==> src/design/icli_pkg.sv <==
package icli_pkg;

    localparam int unsigned BYTE_W  = 8;
    localparam int unsigned CNT_W   = 7;
    localparam int unsigned UNIT_W  = 4;
    localparam int unsigned DELAY_W = 11;
    localparam int unsigned KIND_W  = 2;

    localparam logic [CNT_W-1:0] MAX_ARGS = 7'd127;

    localparam logic [BYTE_W-1:0] CMD_END  = 8'h00;
    localparam logic [BYTE_W-1:0] CMD_SKIP = 8'hFF;

    localparam logic [UNIT_W-1:0] UNIT_RESET = 4'd5;

    localparam logic [KIND_W-1:0] KIND_CMD   = 2'd0;
    localparam logic [KIND_W-1:0] KIND_DATA  = 2'd1;
    localparam logic [KIND_W-1:0] KIND_DELAY = 2'd2;
    localparam logic [KIND_W-1:0] KIND_END   = 2'd3;

    localparam logic [1:0] PH_CMD   = 2'd0;
    localparam logic [1:0] PH_COUNT = 2'd1;
    localparam logic [1:0] PH_DATA  = 2'd2;
    localparam logic [1:0] PH_SPARE = 2'd3;

    typedef struct packed {
        logic [1:0]       phase;
        logic             skip;
        logic [CNT_W-1:0] args_left;
    } t_state;

    typedef struct packed {
        logic [KIND_W-1:0]  kind;
        logic [BYTE_W-1:0]  value;
        logic [DELAY_W-1:0] delay_ms;
        logic               last_arg;
    } t_result;

endpackage

==> src/design/icli_step.sv <==
module icli_step import icli_pkg::*; (
    input  t_state            i_state,
    input  logic [BYTE_W-1:0] i_byte,
    input  logic [UNIT_W-1:0] i_unit,
    output t_state            o_state,
    output logic              o_has_result,
    output t_result           o_result
);

    logic [CNT_W-1:0]   count;
    logic [DELAY_W-1:0] delay;

    assign count = i_byte[CNT_W-1:0];
    // 7 x 4 product fits the 11-bit delay field
    assign delay = {{(DELAY_W-CNT_W){1'b0}}, count} * {{(DELAY_W-UNIT_W){1'b0}}, i_unit};

    always_comb begin
        o_state      = i_state;
        o_has_result = 1'b0;
        o_result     = '0;
        unique case (i_state.phase)
            PH_COUNT: begin
                o_state.phase = PH_CMD;
                if (i_byte[BYTE_W-1]) begin
                    o_has_result      = 1'b1;
                    o_result.kind     = KIND_DELAY;
                    o_result.delay_ms = delay;
                end else if (!i_state.skip && count != '0) begin
                    o_state.args_left = (count > MAX_ARGS) ? MAX_ARGS : count;
                    o_state.phase     = PH_DATA;
                end
            end
            PH_DATA: begin
                o_has_result   = 1'b1;
                o_result.kind  = KIND_DATA;
                o_result.value = i_byte;
                if (i_state.args_left <= 7'd1) begin
                    o_result.last_arg = 1'b1;
                    o_state.args_left = '0;
                    o_state.phase     = PH_CMD;
                end else begin
                    o_state.args_left = i_state.args_left - 7'd1;
                end
            end
            PH_CMD, PH_SPARE: begin
                if (i_byte == CMD_END) begin
                    o_state.phase = PH_CMD;
                    o_has_result  = 1'b1;
                    o_result.kind = KIND_END;
                end else if (i_byte == CMD_SKIP) begin
                    o_state.phase = PH_COUNT;
                    o_state.skip  = 1'b1;
                end else begin
                    o_state.phase  = PH_COUNT;
                    o_state.skip   = 1'b0;
                    o_has_result   = 1'b1;
                    o_result.kind  = KIND_CMD;
                    o_result.value = i_byte;
                end
            end
            default: begin
                o_state = i_state;
            end
        endcase
    end

endmodule

==> src/design/init_command_list_interpreter_top.sv <==
// Init command list interpreter: one list byte in, zero or one result out.
// Each result is registered in the output register, or in the skid.
// Throughput: one byte per cycle while o_stall is low; the parser state and
// the delay multiply are combinational. A sink stall on a full output register
// parks the next result in the skid; o_stall then holds input until the skid
// drains into the output register as the sink takes it.
// Reset (synchronous, i_rst_n low): parser expects a command, output empty,
// delay_unit_ms returns to 5.
module init_command_list_interpreter_top import icli_pkg::*; (
    input  logic               i_clk,
    input  logic               i_rst_n,
    // input byte channel
    input  logic               i_valid,
    output logic               o_stall,
    input  logic [BYTE_W-1:0]  i_list_byte,
    // result channel
    output logic               o_valid,
    input  logic               i_stall,
    output logic [KIND_W-1:0]  o_kind,
    output logic [BYTE_W-1:0]  o_value,
    output logic [DELAY_W-1:0] o_delay_ms,
    output logic               o_last_arg,
    // APB config port, one register (delay_unit_ms) at address 0
    input  logic               psel,
    input  logic               penable,
    input  logic               pwrite,
    input  logic [2:0]         paddr,
    input  logic [31:0]        pwdata,
    output logic [31:0]        prdata,
    output logic               pready
);

    logic [UNIT_W-1:0] r_unit;
    t_state            r_state;
    t_state            n_state;
    logic              step_has;
    t_result           step_res;

    logic              r_out_valid;
    t_result           r_out;
    logic              r_skid_valid;
    t_result           r_skid;

    logic              in_fire;
    logic              out_fire;
    logic              out_free;

    // ---- config register ----
    assign pready = 1'b1;
    assign prdata = paddr[2] ? 32'd0 : {{(32-UNIT_W){1'b0}}, r_unit};

    always_ff @(posedge i_clk) begin
        if (!i_rst_n) begin
            r_unit <= UNIT_RESET;
        end else if (psel && penable && pwrite && !paddr[2]) begin
            r_unit <= pwdata[UNIT_W-1:0];
        end
    end

    // ---- parser: state advances on every accepted byte ----
    icli_step u_step (
        .i_state      (r_state),
        .i_byte       (i_list_byte),
        .i_unit       (r_unit),
        .o_state      (n_state),
        .o_has_result (step_has),
        .o_result     (step_res)
    );

    // skid full means nowhere to put a new result if the sink keeps stalling
    assign o_stall  = r_skid_valid;
    assign in_fire  = i_valid && !r_skid_valid;
    assign out_fire = r_out_valid && !i_stall;
    assign out_free = out_fire || !r_out_valid;

    always_ff @(posedge i_clk) begin
        if (!i_rst_n) begin
            r_state <= '{phase: PH_CMD, skip: 1'b0, args_left: '0};
        end else if (in_fire) begin
            r_state <= n_state;
        end
    end

    // ---- output register + skid ----
    always_ff @(posedge i_clk) begin
        if (!i_rst_n) begin
            r_out_valid  <= 1'b0;
            r_skid_valid <= 1'b0;
        end else begin
            if (out_free) begin
                if (r_skid_valid) begin
                    // skid drains first; no byte is accepted this cycle
                    r_out_valid  <= 1'b1;
                    r_skid_valid <= 1'b0;
                end else begin
                    r_out_valid <= in_fire && step_has;
                end
            end else if (in_fire && step_has) begin
                r_skid_valid <= 1'b1;
            end
        end
    end

    always_ff @(posedge i_clk) begin
        if (out_free) begin
            r_out <= r_skid_valid ? r_skid : step_res;
        end
        if (!out_free && in_fire) begin
            r_skid <= step_res;
        end
    end

    assign o_valid    = r_out_valid;
    assign o_kind     = r_out.kind;
    assign o_value    = r_out.value;
    assign o_delay_ms = r_out.delay_ms;
    assign o_last_arg = r_out.last_arg;

endmodule

==> config.mk <==
export PLATFORM = sky130hd
export DESIGN_NAME = init_command_list_interpreter_top
export DESIGN_NICKNAME = d
export VERILOG_FILES = /design/src/design/icli_pkg.sv /design/src/design/icli_step.sv /design/src/design/init_command_list_interpreter_top.sv
export SDC_FILE = /design/constraint.sdc
export NUM_CORES = 1
export LEC_CHECK = 0
export BUFFER_PORTS_ARGS = -buffer_cell sky130_fd_sc_hd__buf_2
export CAP_MARGIN = 10
export CORE_MARGIN = 2
export CORE_UTILIZATION = 57
export DETAILED_ROUTE_END_ITERATION = 7
export PLACE_DENSITY = 0.86
export SETUP_SLACK_MARGIN = 0.3
export SYNTH_ARGS = -nofsm -noshare
export SYNTH_HDL_FRONTEND = slang
export SYNTH_SLANG_ARGS = --single-unit
==> constraint.sdc <==
create_clock -name i_clk -period 5.5 [get_ports i_clk]
set_input_delay 1.1 -clock i_clk [delete_from_list [all_inputs] [get_ports i_clk]]
set_output_delay 1.1 -clock i_clk [all_outputs]
set_load 0.05 [all_outputs]
Yosys cells after proc, flatten, opt, wreduce, memory -nomap -nowiden
Index checks and enable logic that the tools add are counted.
{ "word_totals": {"output_inout_bits": 57, "elab_cells": 79, "regBits": 60} }
{ "op_classes": {"add_sub_neg": 1, "mux": 28, "reduce_logical": 24, "magnitude_cmp": 2, "multipliers": 1, "n_eq_ne": 7, "bitwise_logic": 2} }
{ "op_table": {"columns": ["cell", "n"], "rows": [
  ["7-bit two-way mux", 4],
  ["11-bit two-way mux", 2],
  ["22-bit two-way mux", 1],
  ["8-bit two-way mux", 2],
  ["8-bit one-hot mux with 2 select lines", 1],
  ["7-bit one-hot mux with 2 select lines", 1],
  ["2-bit one-hot mux with 3 select lines", 2],
  ["7-bit by 4-bit multiplier with 11-bit output", 1],
  ["2-bit two-way mux", 5],
  ["8-bit == test, second input constant", 1],
  ["1-bit logical AND", 8],
  ["8-bit zero test", 1],
  ["1-bit two-way mux", 8],
  ["7-bit greater-than comparator, second input constant", 1],
  ["7-bit by 1-bit less-or-equal comparator with 1-bit output, second input constant", 1],
  ["7-bit nonzero test", 1],
  ["7-bit by 1-bit subtractor with 7-bit output, second input constant", 1],
  ["1-bit zero test", 6],
  ["2-bit == test, second input constant", 2],
  ["4-bit two-way mux", 1],
  ["2-bit by 1-bit inequality test with 1-bit output, second input constant", 2],
  ["4-bit AND reduction", 1],
  ["2-bit OR reduction", 2],
  ["1-bit one-hot mux with 3 select lines", 1],
  ["other kinds (8)", 9]
]} }

Depth between registers and ports, before layout
Gate-level depths: netlist (run 1).
{ "logic_depth": {"depth_word": 6, "depth_mapped": 12, "ltp_nobuf": 11} }

Cells and area by module
Synthesis (run 1) repeated with hierarchy kept, for this count alone.
{ "hier_totals": {"hier_cells": 373, "hier_area_um2": 3888.7} }
{ "modules_own_cells": {"columns": ["mod", "cells_each", "area_per_inst_um2", "n_inst"], "rows": [
  ["init_command_list_interpreter_top", 171, 2458.6, 1],
  ["icli_step", 202, 1430.1, 1]
]} }

Least setup slack after synthesis (run 1)
Ideal clock, no wire load.
{ "synth_timing": {"path_type": "in2reg", "startpoint": "input port i_list_byte[1]", "endpoint": "register r_out (netlist bit o_delay_ms[9]), data pin", "n_path_buf": 1, "arrival_time_ns": 3.728, "setup_time_ns": 0.268, "cell_stages": 12, "path_slack_ns": 1.504, "path_cell_list": "clkbuf_1 and2_1 fa_1 inv_1 fa_1 inv_1 ha_1 o21ai_0 nor2_1 o41ai_1 xor2_1 o31ai_1"} }
{ "synth_between": {"elab_chain_cells": 4} }
{ "synth_rtl": {"columns": ["item", "line", "source"], "rows": [
  ["start, declared", "init_command_list_interpreter_top.sv:15", "input logic [BYTE_W-1:0] i_list_byte,"],
  ["7-bit by 4-bit multiplier with 11-bit output", "icli_step.sv:15", "assign delay = {{(DELAY_W-CNT_W){1'b0}}, count} * {{(DELAY_W-UNIT_W){1'b0}}, i_unit};"],
  ["11-bit two-way mux", "icli_step.sv:24", "if (i_byte[BYTE_W-1]) begin"],
  ["11-bit two-way mux", "icli_step.sv:21", "unique case (i_state.phase)"],
  ["22-bit two-way mux", "init_command_list_interpreter_top.sv:106", "r_out <= r_skid_valid ? r_skid : step_res;"],
  ["end signal, assigned", "init_command_list_interpreter_top.sv:106", null],
  ["end, declared", "init_command_list_interpreter_top.sv:40", "t_result r_out;"]
]} }
No other way between the ends.
A chain may end at the register's enable or synchronous reset.

Worst setup path in the final report (run 1)
Same ends and word-level chain as after synthesis.

==> results of run 1 <==
## worst min-delay path: stages (launching register included)
cell	delay [ps]
dfxtp_1	330
nand2_1	60
o32ai_1	60
## synth_stat cells (all sizes together), types with 4 or more instances
master  number
nor2b        7
nand2       31
buf         33
inv         27
clkbuf      15
xor2         6
nor2        25
a21oi       17
nand2b       4
edfxtp      44
and3         4
o21ai        7
dfxtp       16
mux2i        6
ha          20
mux2         5
a211oi       6
a31o         7
fa          10
o31ai       10
and2        38
nor3         6
## final timing paths
kind	cells past startpoint	from	slack (ps)	to
min reg2reg	2	r_state[5]	490	r_state[5]
max reg2reg	10	r_unit[3]	2090	o_delay_ms[9]
max	12	i_list_byte[1]	1600	o_delay_ms[9]
min	2	r_state[5]	490	r_state[5]
## registers in the layout, indices dropped and copies added, names as in the netlist
signal / count
o_valid: 1
o_last_arg: 1
o_stall: 1
r_skid: 22
o_kind: 2
r_state: 10
o_delay_ms: 11
o_value: 8
r_unit: 4
## report_power, final
group	leakage [nW]	total [W]	internal (W)	switching, W
Clock	0.109	0.000433	0.000253	0.000180
Combinational	1.16	0.000298	0.0000773	0.000221
Sequential	0.595	0.000528	0.000517	0.0000111
Total	1.86	0.00126	0.000847	0.000412
## cells by family after synthesis
family | after synthesis | share of synthesized area [%]
flops | 60 | 43.4
buf+inv | 75 | 10.5
xor+xnor | 6 | 1.39
mux | 11 | 3.08
compound gates | 64 | 11.5
simple gates | 130 | 18.0
fa+ha+maj | 30 | 11.9
other cells | 2 | 0.199
## stage by stage
step	hold WS, ps	instances	power (W)	utilization (%)
after global routing	539	497	0.00130	64.8
final	488	497	0.00126	64.8
after floorplan	449	405	0.000792	-
after detailed placement	479	481	0.000834	61.4
after CTS	488	497	0.00126	64.8
after global placement	463	481	0.000825	61.4
## layout make-up
cell class,count,area share (%)
tap,77,2.33
clock buffer,9,3.00
sequential,60,39.7
multi-input combinational,270,44.6
timing repair buffer,47,5.69
clock inverter,7,2.21
inverter,27,2.45
## layer usage
| layer | global-route usage, % | share of wire, % |
|---|---|---|
| met5 | 0 | 0 |
| met4 | 8.95 | 1.5 |
| met3 | 3.79 | 7.1 |
| met2 | 35.3 | 47 |
| met1 | 26.5 | 44 |
==> run metrics, run 1 <==
clock transition at the registers of the reported paths around 70 ps; Core Area 6390 µm²; Largest delay share family, worst path adder cells; Worst-Margin Slew approximately 1100 ps; drt first pass iters 4; RSZ-0062 raised after global routing false; CP Launch Type input pin; DIE AREA around 7300 µm²; Initial Util around three fifths; fmax about 260 MHz; final hold vios 0; io pins roughly 110; post-DP HPWL between 5000 and 6000 µm; Lkg Pwr between 1.5 and 2 nW; final wirelength 7450 µm; ys flop type edfxtp_1; top post-synthesis cells by area edfxtp_1, dfxtp_1, ha_1; Worst Path Buf+Inv 3; first-pass GRT wire length 12000 µm; Multi-input gate area 1850 µm²; max cap viols 0; DIE HEIGHT between 80 and 90 µm; Relative slew margins between 20% and 30%; clock buffer count from CTS 9; ant diodes 0; period utilization 70.9%; status complete, no violations; row cnt 29; flops & latches, synth 60; initial antenna violation count 0; Max VDD drop 0.221 mV; routed len/inst about 15 µm; GRT overflow 0; Nets 495; pre-CTS WS ~1300 ps; CP Capture Type flip-flop; Period minus WS final ~4000 ps; Setup WS post-layout between 1500 and 2000 ps; # clock sinks 60; Mapped Cells between 300 and 400; IO Port Bufs 47; cts repair resizes 0; commonest non-fill, non-tap cell in the layout buf_2; Die X between 80 and 90 µm; Synth top area share between 30% and 40%; placed cell area ~3900 µm²; Worst-Skew Late Latency 350 ps; skew final 11.3 ps; Hold Crit Class flip-flop to flip-flop; Post-CTS Setup Bufs 0; commonest non-fill, non-tap cells in the layout buf_2, edfxtp_1, and2_1, nand2_1, conb_1; crit-path cells buf_2 > and2_1 > fa_1 > inv_1 > fa_1 > inv_1 > ha_1 > o21ai_0 > nor2_1 > o41ai_1 > xor2_1 > o31ai_1; vias in the first global route approximately 2600; largest net degree at the start of global routing 33; asr flop ratio synth 0%; Ys Warns 0; crit path kind input pin to flip-flop; synthesized area around 3800 µm²; post-synthesis sequential area ratio ~43%; Syn-to-layout area delta 9.36%; placer congestion estimate around 0.88; CP max stage delay 530 ps; CP arrival ~4000 ps; cell taking the most area after synthesis edfxtp_1; fill count 479; Power Density between 300 and 400 nW/µm²; final setup vio count 0; synthesized area per cell between 10 and 15 µm²; remaining routing DRC violations 0; DRT iter0 DRCs about 280; Sequential Area 1640 µm²; Synth cell types 45; hold bufs inserted after CTS 0; antenna-violating nets left 0; Fin Setup TNS 0 ps; vias per cell about 5.6; CTS max path bufs 2; slowest cell on the critical path fa_1; Post-synth EDFFs 44; H-tree Lvls 3; Total GRT Usage 21.0%; Critical Path Fanout Max 9; required time of the critical path about 5600 ps; Slew Viols, Final 0; ratio of cells with drive above 1 in the final layout a little under a fifth; Final Instance Area slightly above 4000 µm²; CTS tree yes; Vias approximately 2800; root buf cell clkbuf_8
Note: power is estimated with default switching activity, not from simulation.
==> run 2: changes to the inputs <==
--- a/config.mk
+++ b/config.mk
@@ -8,9 +8,9 @@
 export BUFFER_PORTS_ARGS = -buffer_cell sky130_fd_sc_hd__buf_2
 export CAP_MARGIN = 10
 export CORE_MARGIN = 2
-export CORE_UTILIZATION = 57
+export CORE_UTILIZATION = 48
 export DETAILED_ROUTE_END_ITERATION = 7
-export PLACE_DENSITY = 0.86
+export PLACE_DENSITY = 0.77
 export SETUP_SLACK_MARGIN = 0.3
 export SYNTH_ARGS = -nofsm -noshare
 export SYNTH_HDL_FRONTEND = slang
==> constraint.sdc (replaced) <==
create_clock -name i_clk -period 3.25 [get_ports i_clk]
set_input_delay 0.65 -clock i_clk [delete_from_list [all_inputs] [get_ports i_clk]]
set_output_delay 0.65 -clock i_clk [all_outputs]
set_load 0.05 [all_outputs]
==> run 2 against run 1 <==
Die area is 18% higher. Cell area up 11%. Non-clock buffer count up 27. Sequential share of layout area decreased by 3.8 points. Combinational power increased by 100%. Critical path type unchanged. Critical endpoint is now o_delay_ms[10].
==> run metrics, run 2 (same netlist as run 1, synthesis figures left out) <==
final setup vio count 0 (unchanged); row cnt 32 (was 29); largest net degree at the start of global routing 32 (was 33); FF-to-FF Start r_unit[2] (was r_unit[3]); clock buffer count from CTS 9 (unchanged); CP arrival 3080 ps (was 3950 ps); fmax between 300 and 400 MHz; met3 Use GR 4.48% (was 3.79%); CP Capture Type flip-flop (unchanged); Relative slew margins 45.9% (was 26.7%); io pins 107 (unchanged); Vias 2859 (was 2765); CTS max path bufs 2 (unchanged); Lkg Pwr 2.07 nW (was 1.86 nW); ant diodes 0 (unchanged); ratio of cells with drive above 1 in the final layout 30.4% (was 18.1%); vias in the first global route 2768 (was 2630); clock transition at the registers of the reported paths 70 ps (about the same); Slew Viols, Final 0 (unchanged); met2 usage 31.3% (was 35.3%); Cells after DPL 532 (was 481); Largest register FFs 22 (unchanged); hold path depth 2 (unchanged); Die X 92.8 µm (was 85.4 µm); RSZ-0062 raised after global routing true (was false); hold bufs inserted after CTS 0 (unchanged); CTS tree yes (unchanged); post-DP HPWL 5560 µm (was 5300 µm); DRT iter0 DRCs 143 (was 282); placer congestion estimate 0.870 (was 0.882); Worst Hold Path EP r_state[9] (was r_state[5]); Total GRT Usage 19.7% (was 21.0%); root buf cell clkbuf_8 (unchanged); Syn-to-layout area delta 21.6% (was 9.36%); Power Density 501 nW/µm² (was 304 nW/µm²); Reg2Reg Setup Slack 250 ps (was 2090 ps); slowest cell on the critical path fa_1 (unchanged); Critical Path Fanout Max 4 (was 9); GRT overflow 0 (unchanged); non-filler cells, final 549 (was 497); Initial Util 49.2% (was 59.2%); max cap viols 0 (unchanged); CP Launch Type input pin (unchanged); required time of the critical path 3330 ps (was 5560 ps); crit path kind input pin to flip-flop (unchanged); Hold Crit Class flip-flop to flip-flop (unchanged); commonest non-fill, non-tap cells in the layout buf_2, edfxtp_1, and2_1, nand2_1, conb_1 (unchanged); met1 Usage GRT 25.8% (was 26.5%); remaining routing DRC violations 0 (unchanged); crit-path cells buf_2 > and2_1 > fa_1 > inv_1 > fa_1 > inv_1 > ha_2 > a21o_1 > or3_4 > o22ai_2 > xor2_1 > o31ai_1 (was buf_2 > and2_1 > fa_1 > inv_1 > fa_1 > inv_1 > ha_1 > o21ai_0 > nor2_1 > o41ai_1 > xor2_1 > o31ai_1); status complete, no violations (unchanged); CP max stage delay 480 ps (was 530 ps); first-pass GRT wire length 13200 µm (was 12000 µm); Worst-Margin Slew 810 ps (was 1090 ps); Final Instance Area 4600 µm² (was 4140 µm²); Core Area 7690 µm² (was 6390 µm²); initial antenna violation count 0 (unchanged); DIE AREA 8600 µm² (was 7300 µm²); Period minus WS final ~3000 ps; routed len/inst 14.0 µm (was 15.0 µm); Worst Reg2Reg Path Length in Cells 11 (was 10); Worst-Skew Late Latency 350 ps (about the same); final wirelength 7670 µm (was 7450 µm); drt first pass iters 4 (unchanged); GRT busiest layer met2 (unchanged); period utilization ~92%; H-tree Lvls 3 (unchanged); Tot Pwr 0.00230 W (was 0.00126 W); IO Port Bufs 47 (unchanged); DIE HEIGHT 92.8 µm (was 85.4 µm); HP Start r_state[9] (was r_state[5]); placed cell area 4230 µm² (was 3920 µm²); skew final 11.4 ps (was 11.3 ps); antenna-violating nets left 0 (unchanged); Max VDD drop 0.226 mV (was 0.221 mV); Nets 522 (was 495); Reg with most FFs r_skid (unchanged); # clock sinks 60 (unchanged); final hold vios 0 (unchanged); FF-to-FF End o_delay_ms[10] (was o_delay_ms[9]); vias per cell 5.21 (was 5.56)
[run 2: layout make-up]
| cell class | instances | area, µm² |
|---|---|---|
| sequential | 60 | 1650 |
| clock buffer | 10 | 128 |
| multi-input combinational | 270 | 2020 |
| tap | 102 | 128 |
| clock inverter | 6 | 111 |
| fill | 645 | 3090 |
| inverter | 27 | 101 |
| timing repair buffer | 74 | 464 |
[run 2: power breakdown]
| group | switching, W | internal (W) |
|---|---|---|
| combinational | 0.000404 | 0.000195 |
| sequential | 0.0000158 | 0.000873 |
| clock | 0.000305 | 0.000511 |
[run 2: layer usage]
layer | wire, µm | vias to the layer above
met1 | 3420 | 1341
li1 | - | 1380
met2 | 3580 | 120
met4 | 168 | 0
met3 | 510 | 18
met5 | 0 | -
[run 2: stage by stage]
step	hold WS, ps	utilization (%)	setup TNS, ps	setup slack [ps]
finish	491	59.8	0	247
global route	515	59.8	0	101
CTS	490	59.6	0	263
detailed placement	479	55.1	-1580	-252
global placement	462	55.1	-1250	-228
floorplan	449	-	-157	-79.9
[run 2: what timing repair did]
action                                  in CTS  in global routing
pin swaps                                   15                  4
buffers inserted                             1                  0
gates resized for setup                     22                  6
endpoints found under the setup margin      11                 11
[run 2: worst max-delay path by stage]
stage                   start  cells past startpoint  slack (ps)             end
6_report       i_list_byte[5]                     12         250  o_delay_ms[10]
5_1_grt             r_unit[2]                     13         100   o_delay_ms[7]
4_1_cts             r_unit[2]                     13         260   o_delay_ms[7]
3_5_place_dp   i_list_byte[3]                     12        -250  o_delay_ms[10]
3_3_place_gp   i_list_byte[3]                     12        -230  o_delay_ms[10]
2_1_floorplan  i_list_byte[4]                     12         -80  o_delay_ms[10]
[run 2: critical path: cells and delay by family]
| kind | cells | cell delay, ps |
|---|---|---|
| xor+xnor | 1 | 220 |
| compound gates | 3 | 400 |
| fa+ha+maj | 3 | 1110 |
| buf+inv | 3 | 210 |
| simple gates | 2 | 490 |
==> run 3: changes to the inputs <==
--- a/config.mk
+++ b/config.mk
@@ -8,9 +8,10 @@
 export BUFFER_PORTS_ARGS = -buffer_cell sky130_fd_sc_hd__buf_2
 export CAP_MARGIN = 10
 export CORE_MARGIN = 2
-export CORE_UTILIZATION = 48
+export CORE_UTILIZATION = 57
 export DETAILED_ROUTE_END_ITERATION = 7
-export PLACE_DENSITY = 0.77
+export HOLD_SLACK_MARGIN = 0.05
+export PLACE_DENSITY = 0.86
 export SETUP_SLACK_MARGIN = 0.3
 export SYNTH_ARGS = -nofsm -noshare
 export SYNTH_HDL_FRONTEND = slang
==> constraint.sdc (replaced) <==
create_clock -name i_clk -period 3.5 [get_ports i_clk]
set_input_delay 0.7 -clock i_clk [delete_from_list [all_inputs] [get_ports i_clk]]
set_output_delay 0.7 -clock i_clk [all_outputs]
set_load 0.05 [all_outputs]
==> run 3 against run 2 <==
Sequential share of layout area grew 1.1 points. Critical path depth shrank 1. Sequential power shrank 6.7%. Clock skew shrank 2.3 ps. Worst setup slack gained 48 ps. Cell area shrank 3.1%. Clock power shrank 10%. First-iteration DRC count grew 65%. Wire length is essentially flat. Global-route usage grew 2.4 points. Register-to-register slack gained 80 ps.
==> run metrics, run 3 (same netlist as run 1, synthesis figures left out) <==
status complete, no violations (unchanged); Vias 2848 (was 2859); crit path kind input pin to flip-flop (unchanged); IO Port Bufs 47 (unchanged); Worst-Skew Late Latency 340 ps (was 350 ps); final hold vios 0 (unchanged); CP arrival 3250 ps (was 3080 ps); vias in the first global route 2634 (was 2768); met2 usage 35.8% (was 31.3%); Nets 510 (was 522); met3 Use GR 4.77% (was 4.48%); required time of the critical path 3550 ps (was 3330 ps); ant diodes 0 (unchanged); Largest register FFs 22 (unchanged); Reg with most FFs r_skid (unchanged); Syn-to-layout area delta 17.9% (was 21.6%); io pins 107 (unchanged); Die X 85.4 µm (was 92.8 µm); placer congestion estimate 0.880 (was 0.870); CTS max path bufs 2 (unchanged); Max VDD drop 0.404 mV (was 0.226 mV); Lkg Pwr 1.99 nW (was 2.07 nW); skew final 9.05 ps (was 11.4 ps); largest net degree at the start of global routing 33 (was 32); root buf cell clkbuf_8 (unchanged); Tot Pwr 0.00210 W (was 0.00230 W); FF-to-FF Start r_unit[2] (unchanged); clock buffer count from CTS 9 (unchanged); ratio of cells with drive above 1 in the final layout 28.0% (was 30.4%); routed len/inst 15.0 µm (was 14.0 µm); pre-CTS WS -69.2 ps (was -252 ps); Period minus WS final about 3200 ps; CP Launch Type input pin (unchanged); DIE HEIGHT 85.4 µm (was 92.8 µm); # clock sinks 60 (unchanged); vias per cell 5.56 (was 5.21); first-pass GRT wire length 12500 µm (was 13200 µm); Setup crit start i_list_byte[1] (was i_list_byte[5]); Initial Util 59.2% (was 49.2%); drt first pass iters 5 (was 4); Total GRT Usage 22.0% (was 19.7%); commonest non-fill, non-tap cell in the layout edfxtp_1; Setup WS post-layout 295 ps (was 247 ps); met1 Usage GRT 29.2% (was 25.8%); final setup vio count 0 (unchanged); antenna-violating nets left 0 (unchanged); FF-to-FF End o_delay_ms[9] (was o_delay_ms[10]); final wirelength 7670 µm (about the same); hold bufs inserted after CTS 0 (unchanged); Reg2Reg Setup Slack 330 ps (was 250 ps); Relative slew margins 32.2% (was 45.9%); fmax just over 300 MHz; HP Start r_state[9] (unchanged); GRT overflow 0 (unchanged); RSZ-0062 raised after global routing true (unchanged); Slew Viols, Final 0 (unchanged); Critical Path Fanout Max 4 (unchanged); hold slack final 487 ps (was 491 ps); Core Area 6390 µm² (was 7690 µm²); initial antenna violation count 0 (unchanged); Worst Reg2Reg Path Length in Cells 10 (was 11); row cnt 29 (was 32); CTS tree yes (unchanged); post-DP HPWL 5370 µm (was 5560 µm); Hold Crit Class flip-flop to flip-flop (unchanged); Fin Setup TNS 0 ps (unchanged); H-tree Lvls 3 (unchanged); Critical Path End o_delay_ms[9] (was o_delay_ms[10]); commonest non-fill, non-tap cells in the layout edfxtp_1, buf_2, and2_1, nand2_1, conb_1 (was buf_2, edfxtp_1, and2_1, nand2_1, conb_1); clock transition at the registers of the reported paths 70 ps (about the same); period utilization about nine tenths; Power Density 472 nW/µm² (was 501 nW/µm²); CP Capture Type flip-flop (unchanged); DIE AREA 7300 µm² (was 8600 µm²); remaining routing DRC violations 0 (unchanged); DRT iter0 DRCs 236 (was 143); Worst-Margin Slew 1020 ps (was 810 ps); max cap viols 0 (unchanged); GRT busiest layer met2 (unchanged)
[run 3: changes by cell type in the layout (fill, tap and decap cells not counted), moves of 2 or more]
cell      previous run  this run
buf_4               25        19
buf_6                5         0
clkbuf_8             9        11
nor2_1              22        24
nor2_2               3         1
xor2_1               6         4
xor2_2               0         2
[run 3: critical path, stage by stage]
cell and delay (ps):
buf_4 110, nand2_1 70, fa_1 510, inv_1 60, fa_2 570, ha_4 220
a211oi_4 230, nor2_2 80, o41ai_4 290, xor2_1 290, o31ai_1 110
[run 3: worst min-delay path by stage]
| stage | end | slack (ps) | cells after the start |
|---|---|---|---|
| floorplan | r_state[9] | 450 | 2 |
| global placement | r_state[9] | 460 | 2 |
| detailed placement | r_state[9] | 480 | 2 |
| CTS | r_state[9] | 490 | 2 |
| global route | r_state[5] | 520 | 2 |
| finish | r_state[9] | 490 | 2 |
[run 3: per-layer routing]
metal | part of all wire, % | routed length (µm) | vias to the layer above
li1 | - | - | 1359
met1 | 45 | 3480 | 1367
met2 | 47 | 3610 | 112
met3 | 6.4 | 492 | 10
met4 | 1.1 | 82 | 0
met5 | 0 | 0 | -
[run 3: timing repair]
item,4_1_cts,5_1_grt
hold endpoints to repair,0,0
gates resized for setup,6,18
setup buffers,1,0
pin swaps,5,11
setup endpoints to repair,3,8
[run 3: where the power goes]
part / switching (W) / internal, W / leakage [nW]
registers: 0.0000174 / 0.000811 / 0.596
clock network: 0.000291 / 0.000441 / 0.112
logic: 0.000374 / 0.000167 / 1.28
[run 3: final cells by class]
| class | count | area (µm²) |
|---|---|---|
| Clock buffer | 11 | 151 |
| Clock inverter | 5 | 83.8 |
| Fill cell | 454 | 1930 |
| Inverter | 27 | 101 |
| Multi-Input combinational cell | 270 | 2020 |
| Sequential cell | 60 | 1650 |
| Tap cell | 77 | 96.3 |
| Timing Repair Buffer | 62 | 358 |
[run 3: stage by stage]
| step | util (%) | cells | instance area [µm²] |
|---|---|---|---|
| global route | 69.8 | 512 | 4460 |
| floorplan | - | 405 | 4000 |
| CTS | 68.4 | 512 | 4370 |
| finish | 69.8 | 512 | 4460 |
| global placement | 64.2 | 495 | 4100 |
| detailed placement | 64.2 | 495 | 4100 |
